===== config.mk =====
export PLATFORM = sky130hd
export DESIGN_NAME = partitioned_multi_stack_core
export DESIGN_NICKNAME = d
export VERILOG_FILES = /design/src/design/pms_pkg.sv /design/src/design/partitioned_multi_stack_core.sv /design/src/design/pms_ctrl.sv /design/src/design/pms_datapath.sv
export SDC_FILE = /design/constraint.sdc
export NUM_CORES = 2
export LEC_CHECK = 0
export BUFFER_PORTS_ARGS = -buffer_cell sky130_fd_sc_hd__buf_2
export CAP_MARGIN = 20
export CORE_ASPECT_RATIO = 1.25
export CORE_UTILIZATION = 56
export DETAILED_ROUTE_END_ITERATION = 10
export PLACE_DENSITY = 0.81
export SLEW_MARGIN = 5
export SYNTH_ARGS = -nofsm -noshare
export SYNTH_HDL_FRONTEND = slang
export SYNTH_HIERARCHICAL = 1
export SYNTH_SLANG_ARGS = --single-unit
export TNS_END_PERCENT = 1

===== constraint.sdc =====
create_clock -name clk -period 9.74 [get_ports clk]
set_input_delay 1.948 -clock clk [delete_from_list [all_inputs] [get_ports clk]]
set_output_delay 1.948 -clock clk [all_outputs]
set_load 0.01 [all_outputs]

===== src/design/pms_pkg.sv =====
package pms_pkg;

  localparam int DEF_MAX_STACKS = 4;
  localparam int DEF_MAX_DEPTH  = 8;

  localparam int VAL_W       = 64;
  localparam int REQ_W       = 2;
  localparam int SEL_W       = 2;
  localparam int STAT_W      = 2;
  localparam int STK_CFG_W   = 3;
  localparam int DEP_CFG_W   = 4;
  localparam int CFG_IDX_W   = 1;
  localparam int CFG_DATA_W  = 4;
  // widest sel * depth + count: 3 * 15 + 15 fits in 7 bits
  localparam int ADDR_CALC_W = 7;

  localparam logic [STK_CFG_W-1:0] STACKS_RESET = 3'd4;
  localparam logic [DEP_CFG_W-1:0] DEPTH_RESET  = 4'd8;

  typedef enum logic [REQ_W-1:0] {
    REQ_PUSH  = 2'd0,
    REQ_POP   = 2'd1,
    REQ_PEEK  = 2'd2,
    REQ_CLEAR = 2'd3
  } req_t;

  typedef enum logic [STAT_W-1:0] {
    STAT_OK        = 2'd0,
    STAT_FULL      = 2'd1,
    STAT_EMPTY     = 2'd2,
    STAT_BAD_INDEX = 2'd3
  } status_t;

  typedef enum logic [CFG_IDX_W-1:0] {
    REG_STACKS_IN_USE   = 1'd0,
    REG_DEPTH_PER_STACK = 1'd1
  } cfg_reg_t;

  typedef enum logic [1:0] {
    CS_IDLE,
    CS_EXEC,
    CS_READ
  } ctl_state_t;

  typedef struct packed {
    logic capture;
    logic rd_issue;
    logic finish;
  } dp_cmd_t;

  typedef struct packed {
    logic need_read;
  } dp_stat_t;

endpackage


===== src/design/partitioned_multi_stack_core.sv =====
// Channel   Direction  Handshake               Payload
// request   in         in_valid / in_ready     req_type, stack_sel, push_value
// result    out        out_valid / out_ready   read_value, status, now_empty, now_full
// config    in         cfg_valid / cfg_ready   cfg_index, cfg_data
//
// A push, clear, refused or bad-index request passes from IDLE through EXEC; a pop or
// peek that hits also passes through READ, for the registered read of the shared item
// memory. Each result is registered when the request finishes, and EXEC or READ waits
// while the result register still holds an untaken result. One request is in flight at a time.
// Reset clears the fill counts and restores both config registers; no memory sweep.
// A stalled result holds its register; one more request may be taken and waits.
module partitioned_multi_stack_core
  import pms_pkg::*;
#(
  parameter int MAX_STACKS = DEF_MAX_STACKS,
  parameter int MAX_DEPTH  = DEF_MAX_DEPTH
) (
  input  logic                    clk,
  input  logic                    rst,
  input  logic                    in_valid,
  output logic                    in_ready,
  input  logic [REQ_W-1:0]        req_type,
  input  logic [SEL_W-1:0]        stack_sel,
  input  logic signed [VAL_W-1:0] push_value,
  output logic                    out_valid,
  input  logic                    out_ready,
  output logic signed [VAL_W-1:0] read_value,
  output logic [STAT_W-1:0]       status,
  output logic                    now_empty,
  output logic                    now_full,
  input  logic                    cfg_valid,
  output logic                    cfg_ready,
  input  logic [CFG_IDX_W-1:0]    cfg_index,
  input  logic [CFG_DATA_W-1:0]   cfg_data
);

  dp_cmd_t  cmd;
  dp_stat_t stat;

  assign cfg_ready = 1'b1;

  pms_ctrl u_ctrl (
    .clk       (clk),
    .rst       (rst),
    .in_valid  (in_valid),
    .in_ready  (in_ready),
    .out_valid (out_valid),
    .out_ready (out_ready),
    .stat      (stat),
    .cmd       (cmd)
  );

  pms_datapath #(
    .MAX_STACKS (MAX_STACKS),
    .MAX_DEPTH  (MAX_DEPTH)
  ) u_dp (
    .clk        (clk),
    .rst        (rst),
    .cfg_we     (cfg_valid && cfg_ready),
    .cfg_index  (cfg_index),
    .cfg_data   (cfg_data),
    .req_type   (req_type),
    .stack_sel  (stack_sel),
    .push_value (push_value),
    .cmd        (cmd),
    .stat       (stat),
    .read_value (read_value),
    .status     (status),
    .now_empty  (now_empty),
    .now_full   (now_full)
  );

`ifndef NO_ASSERTIONS
  a_finish_sets_valid: assert property (@(posedge clk) disable iff (rst)
    cmd.finish |=> out_valid)
    else $error("result not presented after finish");

  a_no_overwrite: assert property (@(posedge clk) disable iff (rst)
    cmd.finish |-> (!out_valid || out_ready))
    else $error("pending result overwritten");

  a_one_in_flight: assert property (@(posedge clk) disable iff (rst)
    (in_valid && in_ready) |=> !in_ready)
    else $error("second request accepted while one is in flight");

  a_bad_index_flags: assert property (@(posedge clk) disable iff (rst)
    (out_valid && status == STAT_BAD_INDEX) |-> (!now_empty && !now_full && read_value == '0))
    else $error("bad index result carries flags or data");
`endif

endmodule


===== src/design/pms_ctrl.sv =====
module pms_ctrl
  import pms_pkg::*;
(
  input  logic     clk,
  input  logic     rst,
  input  logic     in_valid,
  output logic     in_ready,
  output logic     out_valid,
  input  logic     out_ready,
  input  dp_stat_t stat,
  output dp_cmd_t  cmd
);

  ctl_state_t state, state_next;
  logic       out_valid_next;
  logic       slot_free;

  assign slot_free = !out_valid || out_ready;

  always_ff @(posedge clk) begin
    if (rst) begin
      state     <= CS_IDLE;
      out_valid <= 1'b0;
    end else begin
      state     <= state_next;
      out_valid <= out_valid_next;
    end
  end

  always_comb begin
    state_next = state;
    cmd        = '0;
    in_ready   = 1'b0;
    case (state)
      CS_IDLE: begin
        in_ready = 1'b1;
        if (in_valid) begin
          cmd.capture = 1'b1;
          state_next  = CS_EXEC;
        end
      end
      CS_EXEC: begin
        if (stat.need_read) begin
          cmd.rd_issue = 1'b1;
          state_next   = CS_READ;
        end else if (slot_free) begin
          cmd.finish = 1'b1;
          state_next = CS_IDLE;
        end
      end
      CS_READ: begin
        // hold the fetched word until the result register frees up
        if (slot_free) begin
          cmd.finish = 1'b1;
          state_next = CS_IDLE;
        end
      end
      default: begin
        state_next = CS_IDLE;
      end
    endcase
    out_valid_next = cmd.finish || (out_valid && !out_ready);
  end

endmodule


===== src/design/pms_datapath.sv =====
module pms_datapath
  import pms_pkg::*;
#(
  parameter int MAX_STACKS = DEF_MAX_STACKS,
  parameter int MAX_DEPTH  = DEF_MAX_DEPTH
) (
  input  logic                    clk,
  input  logic                    rst,
  input  logic                    cfg_we,
  input  logic [CFG_IDX_W-1:0]    cfg_index,
  input  logic [CFG_DATA_W-1:0]   cfg_data,
  input  logic [REQ_W-1:0]        req_type,
  input  logic [SEL_W-1:0]        stack_sel,
  input  logic signed [VAL_W-1:0] push_value,
  input  dp_cmd_t                 cmd,
  output dp_stat_t                stat,
  output logic signed [VAL_W-1:0] read_value,
  output logic [STAT_W-1:0]       status,
  output logic                    now_empty,
  output logic                    now_full
);

  localparam int STORE = MAX_STACKS * MAX_DEPTH;
  localparam int AW    = (STORE > 1) ? $clog2(STORE) : 1;
  localparam int SI_W  = (MAX_STACKS > 1) ? $clog2(MAX_STACKS) : 1;
  localparam int DCAP  = (MAX_DEPTH < 15) ? MAX_DEPTH : 15;
  localparam int CNT_W = $clog2(DCAP + 1);

  logic [STK_CFG_W-1:0]    stacks_cfg;
  logic [DEP_CFG_W-1:0]    depth_cfg;
  logic [CNT_W-1:0]        fill_counts [MAX_STACKS];

  req_t                    req_q;
  logic [SEL_W-1:0]        sel_q;
  logic signed [VAL_W-1:0] val_q;
  logic signed [VAL_W-1:0] mem [STORE];
  logic signed [VAL_W-1:0] mem_q;

  logic [SI_W-1:0]         sidx;
  logic [CNT_W-1:0]        cnt;
  logic [CNT_W-1:0]        cnt_next;
  logic [DEP_CFG_W-1:0]    eff_depth;
  logic                    bad;
  logic                    cnt_zero;
  logic                    is_full;
  logic                    is_read_req;
  logic                    need_read;
  logic                    do_write;
  status_t                 status_c;
  logic [ADDR_CALC_W-1:0]  addr_calc;
  logic [AW-1:0]           mem_addr;

  always_ff @(posedge clk) begin
    if (rst) begin
      stacks_cfg <= STACKS_RESET;
      depth_cfg  <= DEPTH_RESET;
    end else if (cfg_we) begin
      case (cfg_reg_t'(cfg_index))
        REG_STACKS_IN_USE:   stacks_cfg <= cfg_data[STK_CFG_W-1:0];
        REG_DEPTH_PER_STACK: depth_cfg  <= cfg_data[DEP_CFG_W-1:0];
        default: begin
        end
      endcase
    end
  end

  always_ff @(posedge clk) begin
    if (cmd.capture) begin
      req_q <= req_t'(req_type);
      sel_q <= stack_sel;
      val_q <= push_value;
    end
  end

  assign sidx      = SI_W'(sel_q);
  assign eff_depth = (32'(depth_cfg) > 32'(MAX_DEPTH)) ? DEP_CFG_W'(MAX_DEPTH) : depth_cfg;
  assign bad       = (32'(sel_q) >= 32'(MAX_STACKS)) || ({1'b0, sel_q} >= stacks_cfg);
  assign cnt       = bad ? '0 : fill_counts[sidx];
  assign cnt_zero  = (cnt == '0);
  assign is_full   = (DEP_CFG_W'(cnt) >= eff_depth);
  assign is_read_req = (req_q == REQ_POP) || (req_q == REQ_PEEK);
  assign need_read = !bad && is_read_req && !cnt_zero;
  assign do_write  = !bad && (req_q == REQ_PUSH) && !is_full;
  assign stat.need_read = need_read;

  always_comb begin
    cnt_next = cnt;
    status_c = STAT_OK;
    case (req_q)
      REQ_PUSH: begin
        if (is_full) status_c = STAT_FULL;
        else         cnt_next = CNT_W'(cnt + 1'b1);
      end
      REQ_POP: begin
        if (cnt_zero) status_c = STAT_EMPTY;
        else          cnt_next = CNT_W'(cnt - 1'b1);
      end
      REQ_PEEK: begin
        if (cnt_zero) status_c = STAT_EMPTY;
      end
      REQ_CLEAR: begin
        cnt_next = '0;
      end
      default: begin
      end
    endcase
    if (bad) status_c = STAT_BAD_INDEX;
  end

  // region base plus count; step back one entry for the top on a read
  assign addr_calc = ADDR_CALC_W'(sel_q) * ADDR_CALC_W'(eff_depth) + ADDR_CALC_W'(cnt)
                     - (need_read ? ADDR_CALC_W'(1) : ADDR_CALC_W'(0));
  assign mem_addr  = AW'(addr_calc);

  always_ff @(posedge clk) begin
    if (cmd.finish && do_write) begin
      mem[mem_addr] <= val_q;
    end
    if (cmd.rd_issue) begin
      mem_q <= mem[mem_addr];
    end
  end

  always_ff @(posedge clk) begin
    if (rst) begin
      for (int i = 0; i < MAX_STACKS; i++) begin
        fill_counts[i] <= '0;
      end
    end else if (cmd.finish && !bad) begin
      fill_counts[sidx] <= cnt_next;
    end
  end

  always_ff @(posedge clk) begin
    if (cmd.finish) begin
      read_value <= need_read ? mem_q : '0;
      status     <= status_c;
      now_empty  <= !bad && (cnt_next == '0);
      now_full   <= !bad && (DEP_CFG_W'(cnt_next) >= eff_depth);
    end
  end

endmodule

# Yosys cells after proc, flatten, opt, wreduce, memory -nomap -nowiden
# Memories as Yosys holds them, arrays and structs flattened. A register that Yosys moved wholly into a read port is not among the register bits.
# Cells that the tools add are included.
# totals
ff_bits	146
n_memories	2
elab_cells	86
ramBits	2064
input_bits	78
# op_classes
mux	32
eq_ne	6
n_addsub	4
bitwise	1
order_cmp	4
multipliers	1
reduce_logical	25
# memory_table
memory	depth	word_bits	rd	rd_clocked_by_memory_dff	wr	line_no	source
u_dp.mem	32	64	1	1	1	pms_datapath.sv:36	logic signed [VAL_W-1:0] mem [STORE];
u_dp.fill_counts	4	4	1	1	4	pms_datapath.sv:31	logic [CNT_W-1:0] fill_counts [MAX_STACKS];
# op_table
operator	count
two-way mux 4 bit	5
two-way mux 1 bit	17
two-way mux 2 bit	6
one-hot mux 4 bit (3 select lines)	1
logical AND 1 bit	9
>= comparator 4 bit	2
zero test 4 bit	2
equality test 2 bit, second input constant	3
one-hot mux 2 bit (3 select lines)	1
adder 5 x 4 -> 5 bit	1
zero test 1 bit	5
multiplier 2 x 4 -> 5 bit	1
subtractor 5 bit	1
adder 4 x 1 -> 4 bit, second input constant	1
equality test 2 x 1 -> 1 bit, second input constant	2
greater-than comparator 4 bit, second input constant	1
zero test 2 bit	2
one-hot mux 2 bit (2 select lines)	1
AND reduction 2 bit	2
OR reduction 4 bit	1
subtractor 4 x 1 -> 4 bit, second input constant	1
>= comparator 2 x 3 -> 1 bit	1
logical OR 1 bit	3
!= test 2 bit, second input constant	1
3 further kinds	3

# Depth between registers and ports, before layout
# logic_depth
depth_word	13
depth_mapped	27
ltp_nobuf	20

# Cells and area by module
# The synthesis kept the hierarchy.
# by_module_without_submodules
mod	instances	area_per_inst_um2	cells_per_inst
pms_datapath	1	86063.8	3835
pms_ctrl	1	251.5	28
partitioned_multi_stack_core	1	11.3	2

# Worst setup path after synthesis
# OpenSTA, ideal clock, no wires.
# synth_timing
path_kind	register to register
startpoint	register u_dp.sel_q[0]
endpoint	memory u_dp.mem[6][0], enable pin
slack_ns	0.078
setup_time_ns	0.487
period_less_slack_ns	9.662
arrival_time_ns	9.175
path_stages_with_launch	21
required_ns	9.253
path_cell_list	edfxtp_1 -> clkbuf_1 -> inv_1 -> ha_1 -> nor3b_1 -> or2_2 -> clkbuf_1 -> and2_1 -> clkbuf_1 -> inv_1 -> ha_1 -> nand2_1 -> and3_1 -> clkbuf_1 -> nor2b_1 -> o21ai_0 -> nor2_1 -> nand2_1 -> nor2_1 -> nand4b_1 -> nor2_1
# synth_rtl
item	line_no	source
start: declaration	pms_datapath.sv:34	logic [SEL_W-1:0] sel_q;
start signal: assignment	pms_datapath.sv:70	sel_q <= stack_sel;
end: declaration	pms_datapath.sv:36	

# Worst setup path in the final report
# layout_timing
startpoint	register u_dp.sel_q[0]
endpoint	register u_dp.mem_q[5] (read register of u_dp.mem), data pin
# layout_via
elab_chain_cells	7
elab_cells_between_ends	13
cone_classes	add/sub (2); mul (1); order compare (1); mux (4); reduce/logical (5)
# layout_lines
item	line_no	source
>= comparator 2 x 3 -> 1 bit (*)	pms_datapath.sv:77	assign bad = (32'(sel_q) >= 32'(MAX_STACKS)) || ({1'b0, sel_q} >= stacks_cfg);
two-way mux 4 bit	pms_datapath.sv:78	assign cnt = bad ? '0 : fill_counts[sidx];
zero test 4 bit	pms_datapath.sv:79	assign cnt_zero = (cnt == '0);
zero test 1 bit	pms_datapath.sv:82	assign need_read = !bad && is_read_req && !cnt_zero;
logical AND 1 bit (*)	pms_datapath.sv:82	
via stat	partitioned_multi_stack_core.sv:38	dp_stat_t stat;
two-way mux 1 bit	pms_ctrl.sv:43, pms_datapath.sv:112	
subtractor 5 bit / two-way mux 1 bit (equally long branches)	pms_datapath.sv:112, pms_ctrl.sv:34	
end: declaration	pms_datapath.sv:37	logic signed [VAL_W-1:0] mem_q;
# The timed path passes the listed nets; every way through them passes the cells marked *.
# A chain may end at the register's enable or synchronous reset.

==> impl_metrics.yaml <==
run_status:
  status: "complete, no violations"
layout:
  finalNetCount: 4252
  layout_commonest_cell: "edfxtp_1"
  final_cells: 6324
  area_delta_synth_final_pct: 12.4
  layout_common_cells: "2264 x edfxtp_1, 541 x mux4_2, 222 x nand2_1"
  drive_gt1_frac: 0.270
drt:
  viasPerCell: 6.93
  drt-initial-drc-count: 6947
  routed_wirelength_um: 230000
  wl_per_cell_um: 36.4
  drt_first_pass_iters: 6
  remaining_drc_errors: 0
  num_vias: 43804
  detail-route-antenna-nets: 0
synthesis:
  ys_types: 63
  syn_inst: 3865
  syn_avg_cell_area_um2: 22.3
  ys_warn_count: 6
  synth_nets: 3974
  ys_seq_area_frac: 0.790
  synth-edff-count: 2264
  syn-cell-area_um2: 86300
  synth_seq_cells: 2276
  ys.flop_type: "edfxtp_1"
  synthArstFlopShare: 0
power:
  intPower_mw: 17.4
  switching_share: 0.293
  power.clock.fraction: 0.313
  peakVddDrop_mv: 0.242
  p_seq_frac: 0.454
  p_leak_nw: 30.6
  p_per_area_nw_per_um2: 253
  total_switching_power_mw: 7.20
  power_frac_comb: 0.232
clock_tree:
  clk_pin_slew_ps: 60
  cts.sinks: 2276
  cts_tree: "yes"
  cts_hold_buf: 0
  htree_levels: 4
  cts_root_buffer: "clkbuf_16"
  clk_latency_ps: 840
  cts_buffer_depth: 3
  cts_resized: 0
  cts_setup_buffers: 0
  cts_inserted_buffers: 198
die:
  die_h_um: 441
  core_area_um2: 153000
  start_util: 0.566
  pin_count: 149
  num_rows: 160
  die-area_um2: 156000
  die_x_um: 353
timing:
  tightestPinTransition_ps: 1320
  relSlewSlack: 0.121
  min_period_ps: 8320
  drv_slew: 0
  fmax_mhz: 120
  hold_viol: 0
  min_period_over_period: 0.854
  setup_viol_count_final: 0
  grt_setup_unrepaired: "false"
  tns_ps: 0
  fin_worst_skew_ps: 34.4
setup_path:
  criticalPathCategory: "reg -> reg"
  worstPathMaxFanout: 68
  required_ps: 10380
  critPathArrivalTime_ps: 8950
  cp-end-kind: "flop"
  cp-start-kind: "flop"
run:
  drv_cap: 0
global_routing:
  antenna_found_initial: 3
  grt_pass1_vias: 44373
  grt_max_degree: 126
  grt-ovfl-total: 0
  grtUsageTotal: 0.285
  grt_pass1_wl_um: 314000
place:
  gp_congestion: 0.880
  dp_cells: 5941
  placement.io_buffers: 147
  dp_hpwl_um: 115000
worst_hold_path:
  hold_class: "reg -> reg"
==> worst max-delay path, cell delays in order, from the launching register on <==
cell      delay, ps
edfxtp_1        490
inv_1           150
ha_1            240
nor3b_1         340
or2_2           290
and2_1          350
inv_1           110
ha_1            270
nand2_1         190
and3_4          800
ha_1            310
fa_1            400
inv_1           100
ha_4            150
fa_4            840
inv_2           450
buf_4           660
nand2_1         180
buf_4           280
nor2_4          570
buf_4           470
a22oi_1         170
o21ai_0         180
==> worst paths after layout <==
path	start	end	cells past startpoint	slack (ps)
worst min-delay path	u_dp/depth_cfg[1]	u_dp/depth_cfg[1]	2	470
worst min register to register	u_dp/depth_cfg[1]	u_dp/depth_cfg[1]	2	470
worst max-delay path	u_dp/sel_q[0]	u_dp/mem_q[5]	22	1420
worst max register to register	u_dp/sel_q[0]	u_dp/mem_q[5]	22	1420
==> cell usage after synthesis (24+ instances only) <==
master | n | area share
edfxtp_1 | 2264 | 0.79
mux4_2 | 541 | 0.14
nand2_1 | 224 | 0.0097
clkbuf_1 | 121 | 0.0053
a21oi_1 | 98 | 0.0057
nor2_1 | 70 | 0.0030
and2_1 | 68 | 0.0049
mux2i_1 | 58 | 0.0067
buf_2 | 56 | 0.0032
o21ai_0 | 34 | 0.0020
a31oi_1 | 32 | 0.0023
ha_1 | 27 | 0.0039
nand3_1 | 27 | 0.0016
buf_1 | 26 | 0.0011
o221ai_1 | 25 | 0.0025
inv_1 | 24 | 0.0010
==> state kept, by name (all words and copies together) (netlist names), 2 cells and up, named ones only <==
register / cells
u_dp/read_value: 64
u_dp/mem_q: 64
u_dp/status: 2
u_dp/val_q: 64
u_dp/stacks_cfg: 3
u_dp/mem: 2048
u_dp/depth_cfg: 4
u_dp/fill_counts: 16
u_dp/req_q: 2
u_dp/sel_q: 2
u_ctrl/state: 2
==> cell families (layout without fill, tap and decap cells) <==
logic type | Yosys count | in the layout | synth area share
fa+ha+maj | 32 | 32 | 0.00497
mux | 602 | 602 | 0.148
flops | 2276 | 2276 | 0.790
simple gates | 441 | 441 | 0.0234
compound gates | 277 | 277 | 0.0214
other cells | 1 | 4 | 0.0000434
xor+xnor | 6 | 6 | 0.000609
buf+inv | 230 | 661 | 0.0109
==> layer usage <==
| layer | share of wire | routed length (µm) | track usage | up-vias |
|---|---|---|---|---|
| li1 | - | - | - | 16708 |
| met1 | 0.32 | 73800 | 0.360 | 22272 |
| met2 | 0.50 | 115000 | 0.475 | 3974 |
| met3 | 0.12 | 27200 | 0.0552 | 846 |
| met4 | 0.061 | 14000 | 0.144 | 4 |
| met5 | 0.00010 | 23 | 0 | - |
==> power by group through the flow <==
stage	sequential, mW	combinational, mW	clock, mW
floorplan	11.3	3.71	0
global placement	11.4	5.22	0
detailed placement	11.4	5.32	0
CTS	11.2	5.49	7.70
global route	11.2	5.89	8.07
finish	11.2	5.71	7.69
==> through the flow <==
step | worst slack (ps) | cell area [µm²] | hold WS (ps) | util | power [mW]
after floorplan | 78.3 | 86300 | 432 | - | 15.0
after global placement | 1880 | 90000 | 451 | 0.590 | 16.6
after detailed placement | 1670 | 90200 | 460 | 0.591 | 16.7
after CTS | 1550 | 96400 | 469 | 0.632 | 24.4
after global routing | 1040 | 97100 | 500 | 0.636 | 25.1
final | 1420 | 97100 | 465 | 0.636 | 24.6
==> area by class of cell <==
type / instances / area, µm²
timing repair buffer: 282 / 2490
inverter: 26 / 97.6
tap: 2025 / 2530
multi-input combinational: 1359 / 17500
fill: 9259 / 55500
sequential: 2276 / 68200
clock buffer: 234 / 5130
antenna: 3 / 7.51
clock inverter: 119 / 1050
Note: power is estimated with default switching activity, not from simulation.
